$ cat src/rtl/usbhid_pkg.sv
// Shared types, constants and a helper function for the boot mouse endpoint finder.
package usbhid_pkg;

  // Default cap on the descriptor set length that is parsed
  localparam int unsigned USBHID_MAX_LEN = 4096;

  // Descriptor type codes and field values
  localparam logic [7:0] DESC_CONFIG    = 8'd2;
  localparam logic [7:0] DESC_INTERFACE = 8'd4;
  localparam logic [7:0] DESC_ENDPOINT  = 8'd5;
  localparam logic [7:0] NO_INTERFACE   = 8'hFF;
  localparam logic [7:0] BOOT_SUBCLASS  = 8'd1;
  localparam logic [7:0] MOUSE_PROTOCOL = 8'd2;
  localparam logic [1:0] XFER_INTERRUPT = 2'd3;
  localparam logic [7:0] IFACE_MIN_LEN  = 8'd9;
  localparam logic [7:0] EP_MIN_LEN     = 8'd7;
  localparam logic [3:0] SPEED_HIGH_MIN = 4'd3;
  localparam logic [4:0] EXP_BASE       = 5'd3;
  localparam logic [4:0] EXP_CAP        = 5'd16;
  localparam logic [10:0] PKT_DEFAULT   = 11'd8;
  localparam logic [10:0] PKT_CAP       = 11'd64;
  localparam int unsigned OUT_DATA_W    = 64;

  // Output register state
  typedef enum logic {
    ST_EMPTY,
    ST_FULL
  } state_t;

  // Controller to datapath commands
  typedef struct packed {
    logic take;    // parse the accepted byte
    logic report;  // final byte accepted: load result, clear parse state
  } cmd_t;

  // Datapath to controller status
  typedef struct packed {
    logic room;    // byte count still below the length cap
  } status_t;

  // ceil(log2(v)) for v >= 1, flat range compares
  function automatic logic [3:0] ceil_log2_8(input logic [7:0] v);
    logic [3:0] n;
    if (v > 8'd128) n = 4'd8;
    else if (v > 8'd64) n = 4'd7;
    else if (v > 8'd32) n = 4'd6;
    else if (v > 8'd16) n = 4'd5;
    else if (v > 8'd8) n = 4'd4;
    else if (v > 8'd4) n = 4'd3;
    else if (v > 8'd2) n = 4'd2;
    else if (v > 8'd1) n = 4'd1;
    else n = 4'd0;
    return n;
  endfunction

endpackage

$ cat src/rtl/usbhid_ctrl.sv
// Handshake controller: input acceptance and output register occupancy.
module usbhid_ctrl (
  input  logic               clk,
  input  logic               rst,
  input  logic               s_tvalid,
  input  logic               s_tlast,
  output logic               s_tready,
  output logic               m_tvalid,
  input  logic               m_tready,
  input  usbhid_pkg::status_t status,
  output usbhid_pkg::cmd_t    cmd
);
  import usbhid_pkg::*;

  state_t state;
  state_t state_next;
  logic   accept;

  // State register
  always_ff @(posedge clk) begin
    if (rst) begin
      state <= ST_EMPTY;
    end else begin
      state <= state_next;
    end
  end

  // Next state and outputs
  always_comb begin
    state_next = state;
    m_tvalid   = 1'b0;
    s_tready   = 1'b1;
    case (state)
      ST_EMPTY: begin
        if (accept && s_tlast) state_next = ST_FULL;
      end
      ST_FULL: begin
        m_tvalid = 1'b1;
        s_tready = m_tready;
        if (m_tready && !(accept && s_tlast)) state_next = ST_EMPTY;
      end
      default: state_next = ST_EMPTY;
    endcase
  end

  assign accept     = s_tvalid && s_tready;
  assign cmd.take   = accept && status.room;
  assign cmd.report = accept && s_tlast;

endmodule

$ cat src/rtl/usbhid_datapath.sv
// Descriptor walker, match registers and result formatting.
module usbhid_datapath #(
  parameter int unsigned MAX_LEN = usbhid_pkg::USBHID_MAX_LEN
) (
  input  logic                                clk,
  input  logic                                rst,
  input  logic [7:0]                          data_byte,
  input  logic                                cfg_valid,
  output logic                                cfg_ready,
  input  logic [3:0]                          cfg_data,
  input  usbhid_pkg::cmd_t                    cmd,
  output usbhid_pkg::status_t                 status,
  output logic                                out_found,
  output logic [usbhid_pkg::OUT_DATA_W-1:0]   out_data
);
  import usbhid_pkg::*;

  localparam int unsigned CNT_W = $clog2(MAX_LEN + 1);

  logic [3:0]       port_speed;
  logic [CNT_W-1:0] byte_count;
  logic [7:0]       desc_offset;
  logic [7:0]       desc_length;
  logic [7:0]       desc_kind;
  logic [7:0]       desc_bytes [6];
  logic [7:0]       open_interface;
  logic [7:0]       open_subclass;
  logic [7:0]       open_protocol;
  logic [7:0]       config_byte;
  logic             header_ok;
  logic             scan_stopped;
  logic             match_found;
  logic [7:0]       match_interface;
  logic [7:0]       match_endpoint;
  logic [10:0]      match_packet;
  logic [7:0]       match_interval;

  logic [CNT_W-1:0] byte_count_next;
  logic [7:0]       desc_offset_next;
  logic [7:0]       desc_length_next;
  logic [7:0]       desc_kind_next;
  logic [7:0]       desc_bytes_next [6];
  logic [7:0]       open_interface_next;
  logic [7:0]       open_subclass_next;
  logic [7:0]       open_protocol_next;
  logic [7:0]       config_byte_next;
  logic             header_ok_next;
  logic             scan_stopped_next;
  logic             match_found_next;
  logic [7:0]       match_interface_next;
  logic [7:0]       match_endpoint_next;
  logic [10:0]      match_packet_next;
  logic [7:0]       match_interval_next;
  logic [7:0]       off_inc;
  logic [7:0]       byte_idx;

  // Result fields
  logic        res_found;
  logic [7:0]  iv;
  logic [4:0]  iexp;
  logic [10:0] pk;
  logic [4:0]  ctx;

  assign cfg_ready   = 1'b1;
  assign status.room = (byte_count < CNT_W'(MAX_LEN));

  // Configuration register
  always_ff @(posedge clk) begin
    if (rst) begin
      port_speed <= 4'd0;
    end else if (cfg_valid) begin
      port_speed <= cfg_data;
    end
  end

  // Per-byte walk over the descriptors
  always_comb begin
    byte_count_next      = byte_count;
    desc_offset_next     = desc_offset;
    desc_length_next     = desc_length;
    desc_kind_next       = desc_kind;
    desc_bytes_next      = desc_bytes;
    open_interface_next  = open_interface;
    open_subclass_next   = open_subclass;
    open_protocol_next   = open_protocol;
    config_byte_next     = config_byte;
    header_ok_next       = header_ok;
    scan_stopped_next    = scan_stopped;
    match_found_next     = match_found;
    match_interface_next = match_interface;
    match_endpoint_next  = match_endpoint;
    match_packet_next    = match_packet;
    match_interval_next  = match_interval;
    off_inc              = desc_offset + 8'd1;
    byte_idx             = desc_offset - 8'd2;

    if (cmd.take) begin
      byte_count_next = byte_count + CNT_W'(1);
      if (byte_count == CNT_W'(1)) header_ok_next = (data_byte == DESC_CONFIG);
      if (byte_count == CNT_W'(5)) config_byte_next = data_byte;
      if (!scan_stopped && !match_found) begin
        if (desc_offset == 8'd0) begin
          // length byte opens a descriptor
          desc_length_next = data_byte;
          if (data_byte < 8'd2) scan_stopped_next = 1'b1;
          else desc_offset_next = 8'd1;
        end else begin
          if (desc_offset == 8'd1) desc_kind_next = data_byte;
          else if (desc_offset < 8'd8) desc_bytes_next[byte_idx[2:0]] = data_byte;
          desc_offset_next = off_inc;
          // descriptor complete
          if (off_inc >= 8'd2 && off_inc == desc_length) begin
            desc_offset_next = 8'd0;
            if (desc_kind_next == DESC_INTERFACE && desc_length >= IFACE_MIN_LEN) begin
              open_interface_next = desc_bytes_next[0];
              open_subclass_next  = desc_bytes_next[4];
              open_protocol_next  = desc_bytes_next[5];
            end else if (desc_kind_next == DESC_ENDPOINT && desc_length >= EP_MIN_LEN &&
                         open_interface != NO_INTERFACE &&
                         open_subclass == BOOT_SUBCLASS &&
                         open_protocol == MOUSE_PROTOCOL) begin
              if (desc_bytes_next[0][7] && desc_bytes_next[1][1:0] == XFER_INTERRUPT) begin
                match_found_next     = 1'b1;
                match_interface_next = open_interface;
                match_endpoint_next  = desc_bytes_next[0];
                match_packet_next    = {desc_bytes_next[3][2:0], desc_bytes_next[2]};
                match_interval_next  = desc_bytes_next[4];
              end
            end
          end
        end
      end
    end
  end

  // Result from the state after the final byte
  always_comb begin
    res_found = match_found_next && header_ok_next && (byte_count_next >= CNT_W'(9));
    iv        = (match_interval_next == 8'd0) ? 8'd1 : match_interval_next;
    if (port_speed < SPEED_HIGH_MIN) begin
      iexp = EXP_BASE + {1'b0, ceil_log2_8(iv)};
    end else if (iv > {3'd0, EXP_CAP}) begin
      iexp = EXP_CAP;
    end else begin
      iexp = iv[4:0];
    end
    if (match_packet_next == 11'd0) pk = PKT_DEFAULT;
    else if (match_packet_next > PKT_CAP) pk = PKT_CAP;
    else pk = match_packet_next;
    ctx = {match_endpoint_next[3:0], 1'b1};
  end

  // Parse state registers, cleared after the final byte
  always_ff @(posedge clk) begin
    if (rst || cmd.report) begin
      byte_count      <= '0;
      desc_offset     <= 8'd0;
      desc_length     <= 8'd0;
      desc_kind       <= 8'd0;
      for (int i = 0; i < 6; i++) desc_bytes[i] <= 8'd0;
      open_interface  <= NO_INTERFACE;
      open_subclass   <= 8'd0;
      open_protocol   <= 8'd0;
      config_byte     <= 8'd0;
      header_ok       <= 1'b0;
      scan_stopped    <= 1'b0;
      match_found     <= 1'b0;
      match_interface <= 8'd0;
      match_endpoint  <= 8'd0;
      match_packet    <= 11'd0;
      match_interval  <= 8'd0;
    end else begin
      byte_count      <= byte_count_next;
      desc_offset     <= desc_offset_next;
      desc_length     <= desc_length_next;
      desc_kind       <= desc_kind_next;
      desc_bytes      <= desc_bytes_next;
      open_interface  <= open_interface_next;
      open_subclass   <= open_subclass_next;
      open_protocol   <= open_protocol_next;
      config_byte     <= config_byte_next;
      header_ok       <= header_ok_next;
      scan_stopped    <= scan_stopped_next;
      match_found     <= match_found_next;
      match_interface <= match_interface_next;
      match_endpoint  <= match_endpoint_next;
      match_packet    <= match_packet_next;
      match_interval  <= match_interval_next;
    end
  end

  // Output register
  always_ff @(posedge clk) begin
    if (rst) begin
      out_found <= 1'b0;
      out_data  <= '0;
    end else if (cmd.report) begin
      out_found <= res_found;
      if (res_found) begin
        out_data <= {4'd0, pk[6:0], iexp, ctx, config_byte_next, match_interval_next,
                     match_packet_next, match_endpoint_next, match_interface_next};
      end else begin
        out_data <= '0;
      end
    end
  end

endmodule

$ cat src/rtl/usb_hid_mouse_endpoint_finder_core.sv
// Top level of the boot mouse interrupt IN endpoint finder.
//
// Input stream: one descriptor byte per item on s_tdata, s_tlast on the
// final byte of a configuration descriptor set. Bytes past MAX_LEN are
// skipped, but a final flag on them still reports.
// Output stream: one item per descriptor set, issued after the final byte.
// m_tuser is the found flag; when it is low all of m_tdata is zero.
// Config channel: cfg_valid/cfg_data write port_speed; cfg_ready is always
// high. Write it only while no descriptor set is in flight.
//
// Throughput: one byte per cycle while s_tready is high. The walk and the
// final formatting are done in the cycle the byte is taken, so the result
// item appears in the cycle after the final byte is accepted. The single
// output register holds it; while it is full and m_tready is low, s_tready
// drops, otherwise the next set streams in right behind the result.
//
// Reset: rst (synchronous, active high) clears the parse state, port_speed
// and the output register. No clearing pass is needed.
module usb_hid_mouse_endpoint_finder_core #(
  parameter int unsigned MAX_LEN = usbhid_pkg::USBHID_MAX_LEN
) (
  input  logic                              clk,
  input  logic                              rst,
  input  logic                              s_tvalid,
  output logic                              s_tready,
  input  logic [7:0]                        s_tdata,   // [7:0] data_byte
  input  logic                              s_tlast,   // last
  output logic                              m_tvalid,
  input  logic                              m_tready,
  // [7:0] interface_number, [15:8] endpoint_address, [26:16] max_packet,
  // [34:27] poll_interval, [42:35] config_value, [47:43] dev_ctx_idx,
  // [52:48] interval_exponent, [59:53] clamped_packet, [63:60] zero
  output logic [usbhid_pkg::OUT_DATA_W-1:0] m_tdata,
  output logic                              m_tuser,   // [0] found
  input  logic                              cfg_valid,
  output logic                              cfg_ready,
  input  logic [3:0]                        cfg_data   // port_speed
);
  import usbhid_pkg::*;

  cmd_t    cmd;
  status_t status;

  usbhid_ctrl u_ctrl (
    .clk      (clk),
    .rst      (rst),
    .s_tvalid (s_tvalid),
    .s_tlast  (s_tlast),
    .s_tready (s_tready),
    .m_tvalid (m_tvalid),
    .m_tready (m_tready),
    .status   (status),
    .cmd      (cmd)
  );

  usbhid_datapath #(
    .MAX_LEN (MAX_LEN)
  ) u_datapath (
    .clk       (clk),
    .rst       (rst),
    .data_byte (s_tdata),
    .cfg_valid (cfg_valid),
    .cfg_ready (cfg_ready),
    .cfg_data  (cfg_data),
    .cmd       (cmd),
    .status    (status),
    .out_found (m_tuser),
    .out_data  (m_tdata)
  );

endmodule
$ cat config.mk
export PLATFORM = sky130hd
export DESIGN_NAME = usb_hid_mouse_endpoint_finder_core
export DESIGN_NICKNAME = d
export VERILOG_FILES = /design/src/rtl/usbhid_pkg.sv /design/src/rtl/usbhid_ctrl.sv /design/src/rtl/usbhid_datapath.sv /design/src/rtl/usb_hid_mouse_endpoint_finder_core.sv
export SDC_FILE = /design/constraint.sdc
export NUM_CORES = 1
export LEC_CHECK = 0
export BUFFER_PORTS_ARGS = -buffer_cell sky130_fd_sc_hd__buf_2
export CORE_MARGIN = 1
export CORE_UTILIZATION = 30
export CTS_CLUSTER_SIZE = 10
export DETAILED_ROUTE_END_ITERATION = 12
export PLACE_DENSITY_LB_ADDON = 0.2
export SLEW_MARGIN = 10
export SYNTH_ARGS = -nofsm -noshare
export SYNTH_HDL_FRONTEND = slang
export SYNTH_SLANG_ARGS = --single-unit
$ cat constraint.sdc
create_clock -name clk -period 3.7 [get_ports clk]
set_input_delay 0.555 -clock clk [delete_from_list [all_inputs] [get_ports clk]]
set_output_delay 0.555 -clock clk [all_outputs]
set_load 0.02 [all_outputs]
Word level (Yosys, flattened, before mapping)
Cells that the tools add are included.
{"block": "classes", "n_addsub": 4, "n_lt_le_gt_ge": 19, "eq_ne": 14, "mux": 75, "bitwise_logic": 3, "n_reduce_logical": 28}
{"operator": "$mux W8", "n": 32}
{"operator": "$mux W48", "n": 5}
{"operator": "$mux W11", "n": 7}
{"operator": "$mux W60", "n": 1}
{"operator": "$bwmux W48", "n": 1}
{"operator": "$mux W4", "n": 8}
{"operator": "$demux W8 S3", "n": 1}
{"operator": "$eq A8 B1 Y1 const B", "n": 2}
{"operator": "$eq A8 B2 Y1 const B", "n": 2}
{"operator": "$eq A8 B3 Y1 const B", "n": 2}
{"operator": "$logic_not A8 Y1", "n": 2}
{"operator": "$logic_and A1 B1 Y1", "n": 15}
{"operator": "$mux W1", "n": 14}
{"operator": "$mux W7", "n": 2}
{"operator": "$add A13 B1 Y13 const B", "n": 1}
{"operator": "$eq A13 B1 Y1 const B", "n": 1}
{"operator": "$eq A13 B3 Y1 const B", "n": 1}
{"operator": "$ge A13 B4 Y1 const B", "n": 1}
{"operator": "$lt A13 B13 Y1 const B", "n": 1}
{"operator": "$mux W13", "n": 1}
{"operator": "$gt A11 B7 Y1 const B", "n": 1}
{"operator": "$logic_not A11 Y1", "n": 1}
{"operator": "$mux W5", "n": 2}
{"operator": "$reduce_and A5 Y1", "n": 2}
{"operator": "31 further kinds", "n": 37}
{"block": "totals", "register_bits": 225, "in_bits": 18, "out_inout_bits": 68, "word_cells": 170}

Depth between registers and ports, before layout
Gate-level depths: netlist of run 1.
{"block": "depth", "word_depth": 36, "mapped_depth": 17, "mapped_depth_nobuf": 14}

By module
A second synthesis of run 1 with hierarchy kept.
{"block": "unflattened", "hier_cells": 1079, "hier_area_um2": 9401.5}
{"module": "usbhid_datapath", "n_inst": 1, "cells_each": 1073, "area_each_um2": 9346.5, "seq_area_each_um2": 4083.9}
{"module": "usbhid_ctrl", "n_inst": 1, "cells_each": 6, "area_each_um2": 55.1, "seq_area_each_um2": 20.0}

Worst setup path before layout of run 1
Ideal clock, no wire load.
{"block": "synth_path", "path_type": "input-to-reg", "from": "input port s_tdata[4]", "to": "register u_datapath.out_data[50] in the netlist's numbering", "setup_ps": 58, "arrival_ps": 3578, "required_ps": 3642, "setup_slack_ps": 64, "stages": 14, "path_buffers": 2, "cell_sequence": "or4_1 > nor4b_1 > mux2_2 > nand2_1 > nor4_2 > buf_2 > buf_2 > a211oi_1 > a41oi_1 > nand2_1 > ha_1 > or4b_1 > mux2i_1 > a211o_1"}
{"block": "synth_via", "elab_chain_cells": 30, "word_cells_on_any_way": 58, "classes_between": "add/sub: 1; order compare: 8; eq/ne: 3; mux: 38; reduce/logical: 8"}
{"item": "start: declaration", "line": "usb_hid_mouse_endpoint_finder_core.sv:26", "source": "input logic [7:0] s_tdata,"}
{"item": "$mux W8", "line": "usbhid_datapath.sv:108", "source": "if (desc_offset == 8'd1) desc_kind_next = data_byte;"}
{"item": "$mux W8", "line": "usbhid_datapath.sv:102", "source": "if (desc_offset == 8'd0) begin"}
{"item": "$mux W8", "line": "usbhid_datapath.sv:101", "source": "if (!scan_stopped && !match_found) begin"}
{"item": "$mux W8", "line": "usbhid_datapath.sv:97", "source": "if (cmd.take) begin"}
{"item": "$eq A8 B3 Y1", "line": "usbhid_datapath.sv:118", "source": "end else if (desc_kind_next == DESC_ENDPOINT && desc_length >= EP_MIN_LEN &&"}
{"item": "$logic_and A1 B1 Y1 (2 in a row)", "line": "usbhid_datapath.sv:118"}
{"item": "$logic_and A1 B1 Y1", "line": "usbhid_datapath.sv:119", "source": "open_interface != NO_INTERFACE &&"}
{"item": "$logic_and A1 B1 Y1", "line": "usbhid_datapath.sv:120", "source": "open_subclass == BOOT_SUBCLASS &&"}
{"item": "[13 not listed]"}
{"item": "$mux W4", "line": "usbhid_pkg.sv:47", "source": "else if (v > 8'd16) n = 4'd5;"}
{"item": "$mux W4", "line": "usbhid_pkg.sv:46", "source": "else if (v > 8'd32) n = 4'd6;"}
{"item": "$mux W4", "line": "usbhid_pkg.sv:45", "source": "else if (v > 8'd64) n = 4'd7;"}
{"item": "$mux W4", "line": "usbhid_pkg.sv:44", "source": "if (v > 8'd128) n = 4'd8;"}
{"item": "$mux W4", "line": "usbhid_datapath.sv:140", "source": "if (port_speed < SPEED_HIGH_MIN) begin"}
{"item": "$add A2 B4 Y5", "line": "usbhid_datapath.sv:141", "source": "iexp = EXP_BASE + {1'b0, ceil_log2_8(iv)};"}
{"item": "$mux W5", "line": "usbhid_datapath.sv:140"}
{"item": "$mux W60 (*)", "line": "usbhid_datapath.sv:199", "source": "if (res_found) begin"}
{"item": "end signal: assignment", "line": "usbhid_datapath.sv:200", "source": "out_data <= {4'd0, pk[6:0], iexp, ctx, config_byte_next, match_interval_next,"}
{"item": "end: declaration", "line": "usbhid_datapath.sv:14", "source": "output logic [usbhid_pkg::OUT_DATA_W-1:0] out_data"}
Mark *: on every way between the ends. The rest lies on a longest branch, timed or not. The select of a mux whose other input is x is not followed.
A chain may end at the register's enable or synchronous reset.

Worst setup path after layout of run 1
{"block": "layout_path", "from": "register u_datapath.desc_offset[0]", "to": "register u_datapath.out_data[50] in the netlist's numbering"}
{"block": "layout_via", "elab_chain_cells": 36, "word_cells_on_any_way": 72, "classes_between": "add/sub: 3; order compare: 12; eq/ne: 5; mux: 39; bitwise: 1; reduce/logical: 12"}
{"item": "start: declaration", "line": "usbhid_datapath.sv:22", "source": "logic [7:0] desc_offset;"}
{"item": "start signal: assignment", "line": "usbhid_datapath.sv:174", "source": "desc_offset <= desc_offset_next;"}
{"item": "$sub A3 B2 Y3", "line": "usbhid_datapath.sv:95", "source": "byte_idx = desc_offset - 8'd2;"}
{"item": "$not A3 Y4 (not written as such)", "line": "usbhid_datapath.sv:109", "source": "else if (desc_offset < 8'd8) desc_bytes_next[byte_idx[2:0]] = data_byte;"}
{"item": "$ge A4 B4 Y1 (not written as such) or $lt A4 B1 Y1 (tied branches)", "line": "usbhid_datapath.sv:109"}
{"item": "$logic_and A1 B1 Y1 (not written as such)", "line": "usbhid_datapath.sv:109"}
{"item": "$mux W8 (not written as such)", "line": "usbhid_datapath.sv:109"}
{"item": "$demux W8 S3", "line": "usbhid_datapath.sv:109"}
{"item": "$bwmux W48", "line": "usbhid_datapath.sv:109"}
{"item": "$mux W48", "line": "usbhid_datapath.sv:109"}
{"item": "[20 not listed]"}
{"item": "$mux W4", "line": "usbhid_pkg.sv:47"}
{"item": "$mux W4", "line": "usbhid_pkg.sv:46"}
{"item": "$mux W4", "line": "usbhid_pkg.sv:45"}
{"item": "$mux W4", "line": "usbhid_pkg.sv:44"}
{"item": "$mux W4", "line": "usbhid_datapath.sv:140"}
{"item": "$add A2 B4 Y5", "line": "usbhid_datapath.sv:141"}
{"item": "$mux W5", "line": "usbhid_datapath.sv:140"}
{"item": "$mux W60 (*)", "line": "usbhid_datapath.sv:199"}
Marks and branches as above.

==> results of run 1 <==
## Yosys cell counts, types with 6 or more instances
| library cell | count | area share |
|---|---|---|
| o31ai_1 | 12 | 0.0095 |
| nand2b_1 | 8 | 0.0053 |
| mux2i_1 | 89 | 0.094 |
| mux2_2 | 30 | 0.036 |
| o21ai_0 | 74 | 0.039 |
| a211oi_1 | 8 | 0.0063 |
| nand2_1 | 143 | 0.057 |
| or4_1 | 7 | 0.0055 |
| nand4_1 | 18 | 0.012 |
| a21oi_1 | 48 | 0.025 |
| buf_1 | 6 | 0.0024 |
| a31oi_1 | 11 | 0.0073 |
| o21ai_1 | 22 | 0.012 |
| buf_2 | 14 | 0.0074 |
| and3_1 | 6 | 0.0040 |
| clkbuf_1 | 49 | 0.019 |
| nand3_1 | 16 | 0.0085 |
| dfxtp_1 | 205 | 0.43 |
| inv_1 | 11 | 0.0044 |
| nor2_1 | 161 | 0.064 |
| nor4_1 | 14 | 0.0092 |
| nor3_1 | 21 | 0.011 |
| xor2_1 | 14 | 0.013 |
| buf_4 | 14 | 0.011 |
| xnor2_1 | 8 | 0.0074 |
| ha_1 | 6 | 0.0079 |
| or3_1 | 7 | 0.0046 |
| nor4b_1 | 8 | 0.0074 |
## logic make-up after synthesis
group	Yosys count	share of synthesized area
and+or+nand+nor	445	0.222
AOI/OAI and AO/OA	214	0.139
DFF	205	0.433
muxes	120	0.131
buffers and inverters	96	0.0462
xor gates and xnor gates	22	0.0203
adders and majority gates	6	0.00792
other	2	0.000793
## registers in the layout, summed over array words and instances (netlist names)
name	count
u_datapath.out_data	56
u_datapath.desc_bytes	37
u_datapath.byte_count	13
u_datapath.match_packet	11
u_datapath.config_byte	8
u_datapath.desc_kind	8
u_datapath.desc_length	8
u_datapath.desc_offset	8
u_datapath.match_endpoint	8
u_datapath.match_interface	8
u_datapath.match_interval	8
u_datapath.open_interface	8
u_datapath.open_protocol	8
u_datapath.open_subclass	8
u_datapath.port_speed	4
u_ctrl.state	1
u_datapath.header_ok	1
u_datapath.match_found	1
u_datapath.scan_stopped	1
## worst max-delay path: stages (launching register included)
cell and delay [ps]:
dfxtp_1 410, ha_1 400, nand3_1 260, a2bb2oi_1 250, o22a_1 220, nor3_1 130
nor4_4 360, mux2i_1 300, o211ai_1 140, ha_1 220, or4b_1 510, mux2i_1 140
a211o_1 110
## placed cells by master (no fill, tap or decap), types with 4 or more instances in the layout
cell       Yosys  routed
buf_2         14      80
a31oi_1       11      10
nand2_1      143     143
nand2b_1       8       7
buf_4         14      49
nor2_1       161     161
o31ai_1       12      12
nor2b_1        4       4
nand3_1       16      16
nor3_1        21      21
nand3b_1       5       5
nor4b_1        8       7
a211o_1        5       5
a21oi_1       48      48
o21ai_0       74      74
or4_1          7       7
mux2i_1       89      89
xnor2_1        8       8
mux2_2        30      30
nor4_1        14      14
conb_1         2       5
o21ai_1       22      21
or3_1          7       7
inv_1         11      11
and2_1         5       5
dfxtp_1      205     205
nand4_1       18      18
xor2_1        14      14
and3_1         6       6
clkbuf_16      0      25
ha_1           6       6
a211oi_1       8       8
## worst paths after layout
path / endpoint / slack, ps / cells after the start
hold reg to reg: u_datapath.out_data[4] / 440 / 2
setup reg to reg: u_datapath.out_data[50] / 200 / 12
setup / recovery: u_datapath.out_data[50] / 200 / 12
hold / removal: u_datapath.port_speed[3] / 280 / 3
## what timing repair did
action	in CTS	in global routing
setup buffers	0	1
resized for setup	0	4
hold buffers	0	0
endpoints found under the setup margin	0	8
## per-stage QoR
| step | total power, uW | area (um2) |
|---|---|---|
| CTS | 4630 | 11100 |
| global route | 4760 | 11100 |
| finish | 4570 | 11100 |
| global placement | 2580 | 10500 |
| detailed placement | 2580 | 10500 |
| floorplan | 2480 | 9490 |
## final cells by class
type | count | area share
clock inverter | 1 | 0.000449
tap | 396 | 0.0445
timing repair buffer | 133 | 0.0754
sequential | 205 | 0.369
multi-input combinational | 812 | 0.450
inverter | 12 | 0.00404
clock buffer | 27 | 0.0569
## routing by layer
metal	share of wire	up-vias	global-route usage	routed length (um)
met5	0	-	0	0
met4	0.018	0	0.0407	493
met3	0.039	35	0.0194	1050
met2	0.47	157	0.276	12500
met1	0.48	3760	0.224	12700
li1	-	4026	-	-
## power breakdown
group          leakage, uW  internal [uW]  switching [uW]
logic              0.00244           93.2             197
registers          0.00165           2230            17.8
clock network     0.000314           1190             850
==> results.json, run 1 <==
{
  "hold_viol_final": 0,
  "required_ps": 4160,
  "failed_checks": "design-rule violations",
  "fillers": 3132,
  "ys_types": 71,
  "hold_path_class": "input pin to flop",
  "dr.pass1.iters": 8,
  "synth_edf_count": 0,
  "multi_input_area_um2": 5010,
  "register_area_um2": 4100,
  "regToRegStartpoint": "u_datapath.desc_offset[0]",
  "io_buffers": 80,
  "relSlewSlack": 0.327,
  "place_congestion": 0.842,
  "fp.coreArea_um2": 30800,
  "hold_slack_ps": 284,
  "avgSynthCellArea_um2": 8.54,
  "period_minus_slack_ps": 3500,
  "dp.cells": 1557,
  "drtIter0Drc": 388,
  "peakVddDrop_mv": 0.276,
  "layout_setup_ws_ps": 200,
  "worstHoldStart": "cfg_data[3]",
  "clock_skew_ps": 9.83,
  "clkSlewWorstSetupHoldPaths_ps": 60,
  "via_per_inst": 5.03,
  "fin_tns_setup_ps": 0,
  "worstPathArrival_ps": 3960,
  "post_drt_wl_per_cell_um": 16.8,
  "antenna_left": 0,
  "worstSetupStartpoint": "u_datapath.desc_offset[0]",
  "final_util": 0.361,
  "htreeDepth": 1,
  "grt-ovfl-total": 0,
  "ys_ff_latch": 205,
  "netlist_area_um2": 9480,
  "cts_buffer_depth": 3,
  "p_per_area_nw_per_um2": 410,
  "setup_violations": 0,
  "p_leak_uw": 0.00441,
  "clk-insertion-delay-late_ps": 510,
  "remaining_drc_errors": 2,
  "track_usage": 0.164,
  "crit_path_end_kind": "flop",
  "synth_cells": 1110,
  "max_freq_mhz": 286,
  "die_x_um": 180,
  "dieHeight_um": 180,
  "tightest_slew_ps": 1000,
  "cts-buffers-inserted": 24,
  "place_ws_ps": -13.8,
  "grt_antenna_before_repair": 0,
  "instances_no_fill": 1586,
  "cp-start-kind": "flop",
  "vias": 7978,
  "ys_seq_area_frac": 0.433,
  "area_growth_pct": 17.5,
  "ys_warn_count": 0,
  "worstPathMaxFanout": 9,
  "grt_pass1_wl_um": 43200,
  "maxSlewViolCount": 0,
  "initial_core_util": 0.307,
  "dieArea_um2": 32300,
  "cts_sinks": 205,
  "critical_path_class": "flop to flop",
  "nets": 1212,
  "async_flop_share": 0,
  "rows": 64,
  "grt_pass1_vias": 7616,
  "dpl.hpwl_um": 18800,
  "antenna_cells": 0,
  "routed_wl_um": 26700,
  "grt_start_max_net_pins": 76,
  "drive_above_1_share": 0.179,
  "io_pins": 86,
  "cts_root_buf": "clkbuf_16",
  "drv_cap": 0,
  "outcome": "finished, violations left",
  "yosys_most_used_dff": "dfxtp_1",
  "finalCritPeriodShare": 0.946,
  "cts_tree": "yes"
}
(Power assumes the default switching activity.)
==> run 2: changes to the inputs <==
Settings changed: SYNTH_HIERARCHICAL set to 1.
==> run 2 against run 1 <==
  * The flow still finishes with violations (design-rule violations)
  * Maximum frequency grew 1.5%
  * Combinational power fell by 7.9%
  * Count of clock-buffer cells in the layout is 6 higher
  * Area after synthesis fell by 0.78%
  * Core utilization grew 0.070 points
  * Total power is 3.8% higher
  * Register-to-register slack gained 50 ps
  * Non-clock buffer count rose by 5
  * Cell count is 1.3% lower
  * Sequential share of layout area is essentially flat
  * Hold slack got worse by 3.0 ps
  * Largest power group unchanged
==> results.json, run 2 <==
{
  "drive_above_1_share": 0.192,
  "peakVddDrop_mv": 0.339,
  "track_usage": 0.163,
  "worstPathMaxFanout": 36,
  "clk-insertion-delay-late_ps": 520,
  "avgSynthCellArea_um2": 8.71,
  "hold_path_class": "input pin to flop",
  "post_drt_wl_per_cell_um": 16.6,
  "synth_commonest_cells": "dfxtp_1, nor2_1, nand2_1, mux2i_1, o21ai_0",
  "fp.coreArea_um2": 30700,
  "dieHeight_um": 179,
  "io_pins": 86,
  "place_area_um2": 10400,
  "dieArea_um2": 32100,
  "grt_setup_unrepaired": "false",
  "cts_buffer_depth": 3,
  "ys_seq_area_frac": 0.437,
  "relSlewSlack": 0.391,
  "fin_area_um2": 11100,
  "ys_ff_latch": 205,
  "p_per_area_nw_per_um2": 426,
  "dr.pass1.iters": 9,
  "required_ps": 4130,
  "grt-ovfl-total": 0,
  "setup_violations": 0,
  "yosys_most_used_dff": "dfxtp_1",
  "synth_edf_count": 0,
  "grt_pass1_wl_um": 41000,
  "slowest_delay_ps": 560,
  "grt_antenna_before_repair": 0,
  "outcome": "finished, violations left",
  "nets": 1185,
  "layout_common_cells": "dfxtp_1, nor2_1, nand2_1",
  "layout_setup_ws_ps": 250,
  "clkSlewWorstSetupHoldPaths_ps": 60,
  "area_growth_pct": 18.4,
  "failed_checks": "design-rule violations",
  "initial_core_util": 0.306,
  "reg_top3": "u_datapath/out_data x56, u_datapath/desc_bytes x37, u_datapath/byte_count x13",
  "drv_cap": 0,
  "netlist.area_leader.share": 0.437,
  "p_total_uw": 4750,
  "io_buffers": 80,
  "final_common_cell": "dfxtp_1",
  "maxSlewViolCount": 0,
  "largest_register": "u_datapath/out_data",
  "period_minus_slack_ps": 3450,
  "routed_wl_um": 26000,
  "slowest_stage": "or4_4",
  "cts-buffers-inserted": 25,
  "rows": 64,
  "path_cells": "inv_1 -> ha_1 -> nor4_4 -> mux2_4 -> nor4b_2 -> and4b_4 -> nor2_1 -> or4_4 -> buf_12 -> buf_4 -> o21ai_0",
  "netlist_top_cells_area": "dfxtp_1, mux2i_1, nor2_1",
  "antenna_left": 0,
  "place_congestion": 0.867,
  "drtIter0Drc": 571,
  "grt_start_max_net_pins": 47,
  "instances_no_fill": 1565,
  "tightest_slew_ps": 902,
  "via_per_inst": 4.97,
  "ys_types": 78,
  "dp.cells": 1526,
  "htreeDepth": 1,
  "synth_cells": 1079,
  "netlist_area_um2": 9400,
  "cp-start-kind": "flop",
  "p_leak_uw": 0.00442,
  "crit_path_end_kind": "flop",
  "die_x_um": 179,
  "remaining_drc_errors": 12,
  "finalCritPeriodShare": 0.932,
  "vias": 7780,
  "largest_register_ffs": 56,
  "yosysMostFrequentCell": "dfxtp_1",
  "dpl.hpwl_um": 17900,
  "grt_pass1_vias": 7427,
  "hold_slack_ps": 281,
  "cts_sinks": 205,
  "async_flop_share": 0,
  "max_freq_mhz": 290,
  "clock_skew_ps": 20.5,
  "place_ws_ps": -51.0,
  "antenna_cells": 0,
  "cts_tree": "yes",
  "worstPathArrival_ps": 3880,
  "critical_path_class": "flop to flop",
  "cts_root_buf": "clkbuf_16",
  "hold_viol_final": 0,
  "yosysTopAreaCell": "dfxtp_1",
  "ys_warn_count": 6
}
[run 2: changes by cell type after synthesis, sizes merged, moves of 5 or more]
cell | previous run | this run
nand3 | 16 | 41
o21ai | 96 | 74
nand2 | 143 | 126
mux2i | 89 | 100
a211oi | 8 | 17
mux2 | 31 | 22
nand4 | 20 | 12
o31ai | 12 | 4
clkbuf | 49 | 55
a211o | 5 | 0
a31oi | 11 | 6
[run 2: cell type report]
class | instances | area (um2)
clock buffers | 33 | 686
clock inverters | 2 | 38.8
fillers | 3214 | 19600
inverters | 11 | 41.3
multi-input cells | 780 | 4860
flip-flops and latches | 205 | 4100
well taps | 396 | 495
repair buffers | 138 | 898
[run 2: power by group]
group,internal (uW),leakage (uW),switching (uW)
clock,1340,0.000354,896
sequential,2220,0.00165,16.5
combinational,87.4,0.00241,180
total,3650,0.00442,1090
[run 2: per-layer routing]
layer / vias to the layer above / GRT usage / wire length (um)
met5: - / 0 / 0
li1: 3907 / - / -
met1: 3700 / 0.215 / 12300
met4: 0 / 0.0452 / 525
met2: 139 / 0.275 / 12300
met3: 34 / 0.0206 / 910
[run 2: cell families (layout without fill, tap and decap cells)]
kind of cell	Yosys count	after routing	share of synthesized area
AOI/OAI and AO/OA	183	183	0.121
muxes	122	122	0.134
buffers and inverters	97	184	0.0488
other	2	5	0.000799
and+or+nand+nor	439	439	0.228
DFF	205	205	0.437
adders and majority gates	7	7	0.00905
xor gates and xnor gates	24	24	0.0224
[run 2: worst paths after layout]
kind / startpoint / endpoint / slack [ps] / cells after the start
hold / removal: cfg_data[3] / u_datapath/port_speed[3] / 280 / 3
setup reg to reg: u_datapath/desc_offset[1] / u_datapath/out_data[21] / 250 / 11
setup / recovery: u_datapath/desc_offset[1] / u_datapath/out_data[21] / 250 / 11
hold reg to reg: u_datapath/out_data[25] / u_datapath/out_data[25] / 450 / 2
[run 2: metrics by stage]
step	TNS, ps	utilization
detailed placement	-485	0.337
finish	0	0.362
CTS	0	0.360
global placement	-1180	0.337
global route	0	0.362
floorplan	0	-
[run 2: critical path, delay by kind of cell, from the launching register on]
family	cells	cell delay, ps
simple gates	5	1680
buf+inv	3	480
flops	1	390
mux	1	350
fa+ha+maj	1	270
compound gates	1	190
[run 2: repair_timing]
| action | 4_1_cts | 5_1_grt |
|---|---|---|
| setup buffers | 0 | 4 |
| endpoints found under the setup margin | 0 | 24 |
| hold buffers | 0 | 0 |
| resized for setup | 0 | 2 |
==> run 3: changes to the inputs <==
Settings changed: CORE_ASPECT_RATIO set to 1.5.
==> run 3 against run 2 <==
  * The run now ends clean
  * Combinational power is 2% lower
  * Die area hardly changed
  * Maximum frequency is 4.0% lower
  * Design area hardly changed
  * Clock skew is 9.5 ps lower
==> results.json, run 3 (same netlist as run 2, synthesis figures left out) <==
{
  "setup_violations": 0,
  "max_freq_mhz": 278,
  "maxSlewViolCount": 0,
  "grt-ovfl-total": 0,
  "die_x_um": 147,
  "fillers": 3203,
  "worstPathMaxFanout": 6,
  "io_pins": 86,
  "grt_setup_unrepaired": "false",
  "routed_wl_um": 26200,
  "largest_register_ffs": 56,
  "grt_start_max_net_pins": 42,
  "vias": 7833,
  "register_area_um2": 4100,
  "period_minus_slack_ps": 3590,
  "area_growth_pct": 18.3,
  "finalCritPeriodShare": 0.971,
  "initial_core_util": 0.304,
  "cts_buffer_depth": 3,
  "cts_hold_buf": 0,
  "rows": 79,
  "dr.pass1.iters": 5,
  "regToRegStartpoint": "u_datapath/desc_offset[7]",
  "antenna_cells": 0,
  "via_per_inst": 4.99,
  "fp.coreArea_um2": 30900,
  "cts_tree": "yes",
  "reg_top3": "u_datapath/out_data x56, u_datapath/desc_bytes x37, u_datapath/byte_count x13",
  "layout_common_cells": "dfxtp_1, nor2_1, nand2_1",
  "clkSlewWorstSetupHoldPaths_ps": 50,
  "drive_above_1_share": 0.193,
  "tightest_slew_ps": 916,
  "io_buffers": 80,
  "grt_antenna_before_repair": 0,
  "place_congestion": 0.847,
  "clk-insertion-delay-late_ps": 540,
  "relSlewSlack": 0.388,
  "dieArea_um2": 32100,
  "dieHeight_um": 219,
  "post_drt_wl_per_cell_um": 16.7,
  "r2r.worst_path.cells": 9,
  "cts_sinks": 205,
  "outcome": "complete, no violations",
  "remaining_drc_errors": 0,
  "antenna_left": 0,
  "fin_tns_setup_ps": 0,
  "cts_root_buf": "clkbuf_16",
  "drv_cap": 0,
  "final_util": 0.359,
  "worstHoldStart": "cfg_data[1]",
  "critical_path_class": "flop to flop",
  "peakVddDrop_mv": 0.288,
  "drtIter0Drc": 293,
  "worstPathArrival_ps": 4070,
  "whs_path_depth": 3,
  "multi_input_area_um2": 4900,
  "grt_pass1_vias": 7532,
  "crit_path_end_kind": "flop",
  "final_common_cell": "dfxtp_1",
  "cts-buffers-inserted": 25,
  "htreeDepth": 1,
  "dpl.hpwl_um": 18700,
  "largest_register": "u_datapath/out_data",
  "nets": 1184,
  "hold_path_class": "input pin to flop",
  "p_leak_uw": 0.00442,
  "p_per_area_nw_per_um2": 419,
  "track_usage": 0.163,
  "clock_skew_ps": 11.1,
  "worstSetupStartpoint": "u_datapath/desc_offset[7]",
  "required_ps": 4170,
  "cp-start-kind": "flop",
  "hold_viol_final": 0,
  "grt_pass1_wl_um": 41300
}
==> run 3: per-layer routing <==
metal / vias to the layer above / wire length [um] / part of all wire / track usage
met5: - / 0 / 0 / 0
met4: 0 / 918 / 0.035 / 0.0701
met2: 157 / 13300 / 0.51 / 0.297
met3: 53 / 924 / 0.035 / 0.0229
met1: 3715 / 11100 / 0.42 / 0.189
li1: 3908 / - / - / -
==> run 3: through the flow <==
step | instances | setup WS, ps | area (um2) | total power (uW) | hold slack (ps)
after floorplan | 1082 | 312 | 9410 | 2460 | 424
after global placement | 1533 | 117 | 10400 | 2550 | 436
after detailed placement | 1533 | 117 | 10400 | 2550 | 439
after CTS | 1565 | 82.5 | 11000 | 4740 | 243
after global routing | 1570 | 7.12 | 11100 | 4840 | 271
final | 1570 | 106 | 11100 | 4660 | 261
==> run 3: final timing paths <==
| path | end | slack (ps) |
|---|---|---|
| worst max-delay path | u_datapath/out_data[53] | 110 |
| worst max register to register | u_datapath/out_data[53] | 110 |
| worst min-delay path | u_datapath/port_speed[1] | 260 |
| worst min register to register | u_datapath/out_data[59] | 450 |
==> run 3: power by group <==
group | switching, uW | leakage, uW | internal, uW
Clock | 923 | 0.000337 | 1230
Combinational | 175 | 0.00243 | 87.0
Sequential | 18.2 | 0.00165 | 2220
Total | 1120 | 0.00442 | 3540
==> run 3: cell type report <==
class | count | area share
Clock buffer | 29 | 0.0585
Clock inverter | 3 | 0.00304
Inverter | 11 | 0.00371
Multi-Input combinational cell | 780 | 0.441
Sequential cell | 205 | 0.369
Tap cell | 405 | 0.0456
Timing Repair Buffer | 137 | 0.0793
==> run 3: critical path: stages, from the launching register on <==
cell and delay, ps:
dfxtp_1 310, or4_4 580, nor4_4 400, mux2_4 360
nor4b_4 280, and4b_4 330, nor2_1 70, or4_4 590
or3b_4 490, o21ai_2 120
==> run 3: timing repair <==
item                       CTS  global route
resized for setup            0             7
setup endpoints to repair    0             8
buffers inserted             0             5
